### src/hw/rtl/opr_pkg.sv
// ============================================================================
// Optimal page replacement package
// Shared sizes, operation codes and the structs that the engine's modules
// pass between one another.
// ============================================================================
package opr_pkg;

  // Sizes
  localparam int MAX_REFS   = 1024;
  localparam int MAX_FRAMES = 8;
  localparam int PAGE_BITS  = 16;
  localparam int IDX_W      = $clog2(MAX_REFS);
  localparam int CNT_W      = $clog2(MAX_REFS + 1);
  localparam int SLOT_W     = 3;
  localparam int CFG_W      = 4;
  localparam int NF_W       = $clog2(MAX_FRAMES + 1);
  localparam int FAULT_W    = 11;
  localparam logic [FAULT_W-1:0] FAULT_MAX = {FAULT_W{1'b1}};
  localparam logic [CFG_W-1:0]   FRAMES_RESET = CFG_W'(4);

  // Operation codes
  localparam logic OP_LOAD = 1'b0;
  localparam logic OP_STEP = 1'b1;

  // One input item
  typedef struct packed {
    logic                 operation;
    logic [PAGE_BITS-1:0] page;
    logic                 first;
  } in_t;

  // One result item
  typedef struct packed {
    logic [PAGE_BITS-1:0] ref_page;
    logic                 fault;
    logic [SLOT_W-1:0]    victim_slot;
    logic [FAULT_W-1:0]   fault_total;
    logic                 final_ref;
  } out_t;

  // Reference word travelling down the row of frame cells
  typedef struct packed {
    logic                 vld;
    logic [PAGE_BITS-1:0] data;
    logic [IDX_W-1:0]     idx;
  } stream_t;

  // Controls broadcast to every frame cell
  typedef struct packed {
    logic                 clear_valid;
    logic                 scan_clear;
    logic [PAGE_BITS-1:0] probe;
    logic [PAGE_BITS-1:0] load_page;
  } cell_ctrl_t;

  // Status reported by each frame cell
  typedef struct packed {
    logic             valid;
    logic             match;
    logic             found;
    logic [IDX_W-1:0] next_idx;
  } cell_stat_t;

endpackage

### src/hw/rtl/opr_cell.sv
// ============================================================================
// Frame cell
// Holds one physical frame and finds that frame's next use as the future
// references stream past it, then hands each reference to its neighbor.
// ============================================================================
module opr_cell (
  input  logic                clk,
  input  logic                rst,
  input  opr_pkg::cell_ctrl_t ctrl,
  input  logic                load,
  input  opr_pkg::stream_t    stream_in,
  output opr_pkg::stream_t    stream_out,
  output opr_pkg::cell_stat_t status
);

  logic                          valid;
  logic                          found;
  logic [opr_pkg::PAGE_BITS-1:0] page;
  logic [opr_pkg::IDX_W-1:0]     next_idx;
  logic                          hit_stream;

  // The first matching reference in stream order is the nearest future use.
  assign hit_stream = stream_in.vld && !found && (stream_in.data == page);

  // Control state and the reference handed to the neighbor.
  always_ff @(posedge clk) begin
    stream_out.data <= stream_in.data;
    stream_out.idx  <= stream_in.idx;
    if (rst) begin
      valid          <= 1'b0;
      found          <= 1'b0;
      stream_out.vld <= 1'b0;
    end else begin
      if (ctrl.clear_valid) begin
        valid <= 1'b0;
      end else if (load) begin
        valid <= 1'b1;
      end
      if (ctrl.scan_clear) begin
        found <= 1'b0;
      end else if (hit_stream) begin
        found <= 1'b1;
      end
      stream_out.vld <= stream_in.vld;
    end
  end

  // Payload.
  always_ff @(posedge clk) begin
    if (load) begin
      page <= ctrl.load_page;
    end
    if (hit_stream) begin
      next_idx <= stream_in.idx;
    end
  end

  // Status toward the controller.
  always_comb begin
    status.valid    = valid;
    status.match    = valid && (page == ctrl.probe);
    status.found    = found;
    status.next_idx = next_idx;
  end

endmodule

### config.mk
export PLATFORM = sky130hd
export DESIGN_NAME = opr_cell
export DESIGN_NICKNAME = d
export VERILOG_FILES = /design/src/hw/rtl/opr_pkg.sv /design/src/hw/rtl/opr_cell.sv
export SDC_FILE = /design/constraint.sdc
export NUM_CORES = 1
export LEC_CHECK = 0
export ABC_AREA = 1
export BUFFER_PORTS_ARGS = -buffer_cell sky130_fd_sc_hd__buf_2
export CAP_MARGIN = 5
export CORE_ASPECT_RATIO = 1.75
export CORE_MARGIN = 1.5
export CORE_UTILIZATION = 46
export CTS_BUF_LIST = sky130_fd_sc_hd__clkbuf_8
export CTS_CLUSTER_DIAMETER = 150
export DETAILED_ROUTE_END_ITERATION = 6
export PLACE_DENSITY = 0.84
export SETUP_SLACK_MARGIN = 0.15
export SLEW_MARGIN = 10
export SYNTH_ARGS = -nofsm -noshare
export SYNTH_HDL_FRONTEND = slang
export SYNTH_SLANG_ARGS = --single-unit
### constraint.sdc
create_clock -name clk -period 2.2 [get_ports clk]
set_clock_uncertainty 0.15 [all_clocks]
set_input_delay 0.44 -clock clk [delete_from_list [all_inputs] [get_ports clk]]
set_output_delay 0.44 -clock clk [all_outputs]
set_load 0.01 [all_outputs]
* Yosys cells after proc, flatten, opt, wreduce, memory -nomap -nowiden
Cells that the tools add are included.
** Word-level totals
- Input bits :: 64
- Flip-flop bits (word level) :: 55
- Logic and storage cells :: 15
- Output and inout port bits :: 40
** Cells by class
- Eq/ne operators :: 2
- Reduce and logical (&&, ||, !) cells :: 6
** Operators by type and width (number)
- $eq A16 B16 Y1 :: 2
- $reduce_or A2 Y1 :: 2
- $logic_and A1 B1 Y1 :: 3
- $logic_not A1 Y1 :: 1

* Longest topological paths before layout
- Word-level depth :: 3
- Depth in mapped cells :: 8
- Gate-level depth less buffers :: 8

* Worst setup path before layout
OpenSTA, ideal clock, no wires.
- Kind :: input to register
- Start point :: input stream_in[18] in the netlist's numbering
- End point :: register next_idx[0] in the netlist's numbering (enable)
- Setup time :: 0.376 ns
- Slack :: 0.396 ns
- Arrival :: 1.279 ns
- Required time :: 1.674 ns
- Stages :: 5
- Cell sequence :: xnor2_1 > nand3b_1 > nor2_1 > nand3_1 > nor3_2
** On the way
- Cells in the longest elaborated chain, start to end :: 2
** Ends and longest elaborated chain
- from (decl) :: RTL line opr_cell.sv:11 : input opr_pkg::stream_t stream_in,
- $eq A16 B16 Y1 :: RTL line opr_cell.sv:23 : assign hit_stream = stream_in.vld && !found && (stream_in.data == page);
- $logic_and A1 B1 Y1 :: RTL line opr_cell.sv:23
- via hit_stream :: RTL line opr_cell.sv:20 : logic hit_stream;
- to (signal assigned) :: RTL line opr_cell.sv:54 : next_idx <= stream_in.idx;
- to (decl) :: RTL line opr_cell.sv:19 : logic [opr_pkg::IDX_W-1:0] next_idx;
The timed path passes the listed nets, and every way through them passes these cells.
A chain may end at the register's enable or synchronous reset.

==> run metrics <==
Syn Nets=257; first-pass GRT wire length=6706 µm; Inserted Clock Buffers=5; Max Root-Sink Buffers=2; Final WS setup=0.06711 ns; final hold viol count=0; Unique masters post-synth=26; pwr dens=747.2 mW/mm²; peak supply drop=0.6909 mV; Area growth, synth to finish=33.91%; xor/xnor share of the synthesized area=3.906%; Post-Synth Adder-Cell Area=0%; leakage power total=1.341 nW; row cnt=31; htree depth=2; initial antenna violation count=0; met2 wire len=2503 µm; synth top area cells=edfxtp_1 (39%), dfxtp_1 (29%), nand2_1 (8.4%); Yosys reg bits=55; Hold Path Class=in -> reg; top-area cell type share of the netlist area=38.69%; r2r startpoint=page[8]$_DFFE_PP_; vias per cell=4.738; DP HPWL=3689 µm; vias in the first global route=1623; share of cells above drive strength 1=41.39%; cts hold-fix bufs=0; leading area contributor after synthesis=edfxtp_1; Post-synth EDFFs=26; top layer in use=met4; final number of max-transition violations=0; pin count of the biggest net entering global routing=18; Post-Route WL=4426 µm; Achievable Freq=468.8 MHz; DR iter-0 viols=29; Design Area, Final=0.002703 mm²; Main synth FF type=dfxtp_1; WL per Instance=12.61 µm; Setup crit start=page[4]$_DFFE_PP_; core footprint=0.004189 mm²; Placed Instance Area=0.002587 mm²; Worst-Margin Slew=0.3908 ns; Finish-stage setup viols=0; Initial Util=48.18%; min cycle time layout=2.133 ns; largest family of logic cells by synthesized area=simple AND/OR/NAND/NOR gates; crit end category=primary output; net total in the final layout=366; Setup Fix Bufs, Post-CTS=0; Die Area=0.004809 mm²; CTS Sinks=55; register area share after synthesis=67.45%; Worst Path Max Fanout=2; Yosys Warn Count=0; via count=1663; Synth Area in Compound Gates=3.596%; Power Total=2.019 mW; fraction of registers with async set/reset=0%; GP Congestion=0.8569; clock transition at the registers of the reported paths=0.09 ns; First-pass DRT Iterations=6; crit path launch type=flip-flop; Die X=53.07 µm; WL met1=1425 µm; Critical Path AT=1.54 ns; status=finished clean; RSZ-0062 raised after global routing=yes; gr usage total=19.33%; # port buffers=103; CTS tree=yes; DRC=0; Period Utilization, post-route=96.95%; Synth Instances=193; top post-synthesis cells by count=nand2_1 (45), dfxtp_1 (29), edfxtp_1 (26); most common cell in the netlist=nand2_1; Crit Path Class=reg -> out; Mapped Area=0.002018 mm²; Place WS=0.1763 ns; root buffer cell=clkbuf_8; mean post-synth cell area=10.46 µm²; I/O pin count=104; clk_lat worst skew=0.30 ns; Max-slew headroom=73.76%; multiplexer share of the synthesized area=0%; maxcap violations=0; grt ovf=0; Die Y=90.63 µm; Critical Path RT=1.61 ns; setup TNS=0 ns; Detail Route Antenna Nets=0; met3 wire length=318 µm; hold wc startpoint=stream_in[8]; ant diodes=0; Synth Area in Simple Gates=19.09%
path summary, 6_finish.rpt:
| path | end | slack (ns) | cells past startpoint |
|---|---|---|---|
| max | status[11] | 0.07 | 6 |
| min | stream_out[8]$_DFF_P_ | 0.09 | 1 |
| max reg2reg | next_idx[5]$_DFFE_PP_ | 0.31 | 6 |
| min reg2reg | valid$_SDFFE_PP0P_ | 0.36 | 2 |
timing repair:
action / CTS / global route
resized for setup: 1 / 2
setup endpoints to repair: 1 / 1
hold endpoints to repair: 0 / 0
flip-flops by register name, indices dropped and copies added (netlist names):
register and flops:
stream_out 27, found 1, next_idx 10, page 16, valid 1
layout make-up:
cell class,count,area (µm²)
Clock buffer,5,68.82
Clock inverter,2,36.28
Fill cell,369,1486
Inverter,28,105.1
Multi-Input combinational cell,108,546.8
Sequential cell,55,1361
Tap cell,49,61.31
Timing Repair Buffer,104,523.0
cells in the final DEF, fill, tap and decap left out:
cell	instances
o21ai_0	5
nand3_2	1
nand4_1	5
buf_4	1
o22ai_1	2
a211oi_1	1
nor3_1	3
a21oi_2	1
nand2_1	45
bufinv_16	1
nor2_2	2
xor2_1	5
inv_4	1
nor3b_2	1
nor3_2	2
o21ai_1	1
dfxtp_1	29
buf_2	103
nand2_2	2
clkbuf_8	5
inv_1	24
nor2_1	17
or2_2	1
xnor2_1	4
inv_2	4
nand3_1	7
nand3b_1	1
a22o_1	1
edfxtp_1	26
a21oi_1	1
worst max-delay path: stages (launching register included):
cell	delay, ns
edfxtp_1	0.44
xnor2_1	0.16
nand3_1	0.10
nor3_2	0.19
nand3_1	0.13
nor2_1	0.09
buf_2	0.14
kinds of logic after synthesis:
group                     count (synthesis)
and+or+nand+nor                          87
DFF                                      55
buffers and inverters                    30
AOI/OAI and AO/OA                        12
xor gates and xnor gates                  9
stage by stage:
| stage | std cells | hold slack [ns] | util, % |
|---|---|---|---|
| floorplan | 193 | 0.3177 | - |
| global placement | 344 | 0.3433 | 61.77 |
| detailed placement | 344 | 0.3543 | 61.77 |
| CTS | 351 | 0.08639 | 64.40 |
| global route | 351 | 0.08360 | 64.52 |
| finish | 351 | 0.09188 | 64.52 |
layer usage:
layer	track usage, %	up-vias
met5	0	-
met4	10.90	0
met3	5.298	15
met2	35.94	75
met1	17.12	735
li1	-	838
power by group:
part	internal [mW]	total, mW	switching (mW)	leakage, nW
logic	0.107	0.240	0.133	0.796
clock network	0.333	0.633	0.299	0.0545
registers	1.12	1.15	0.0225	0.490
total	1.56	2.02	0.455	1.34
Power figures use the tool's default switching activity.
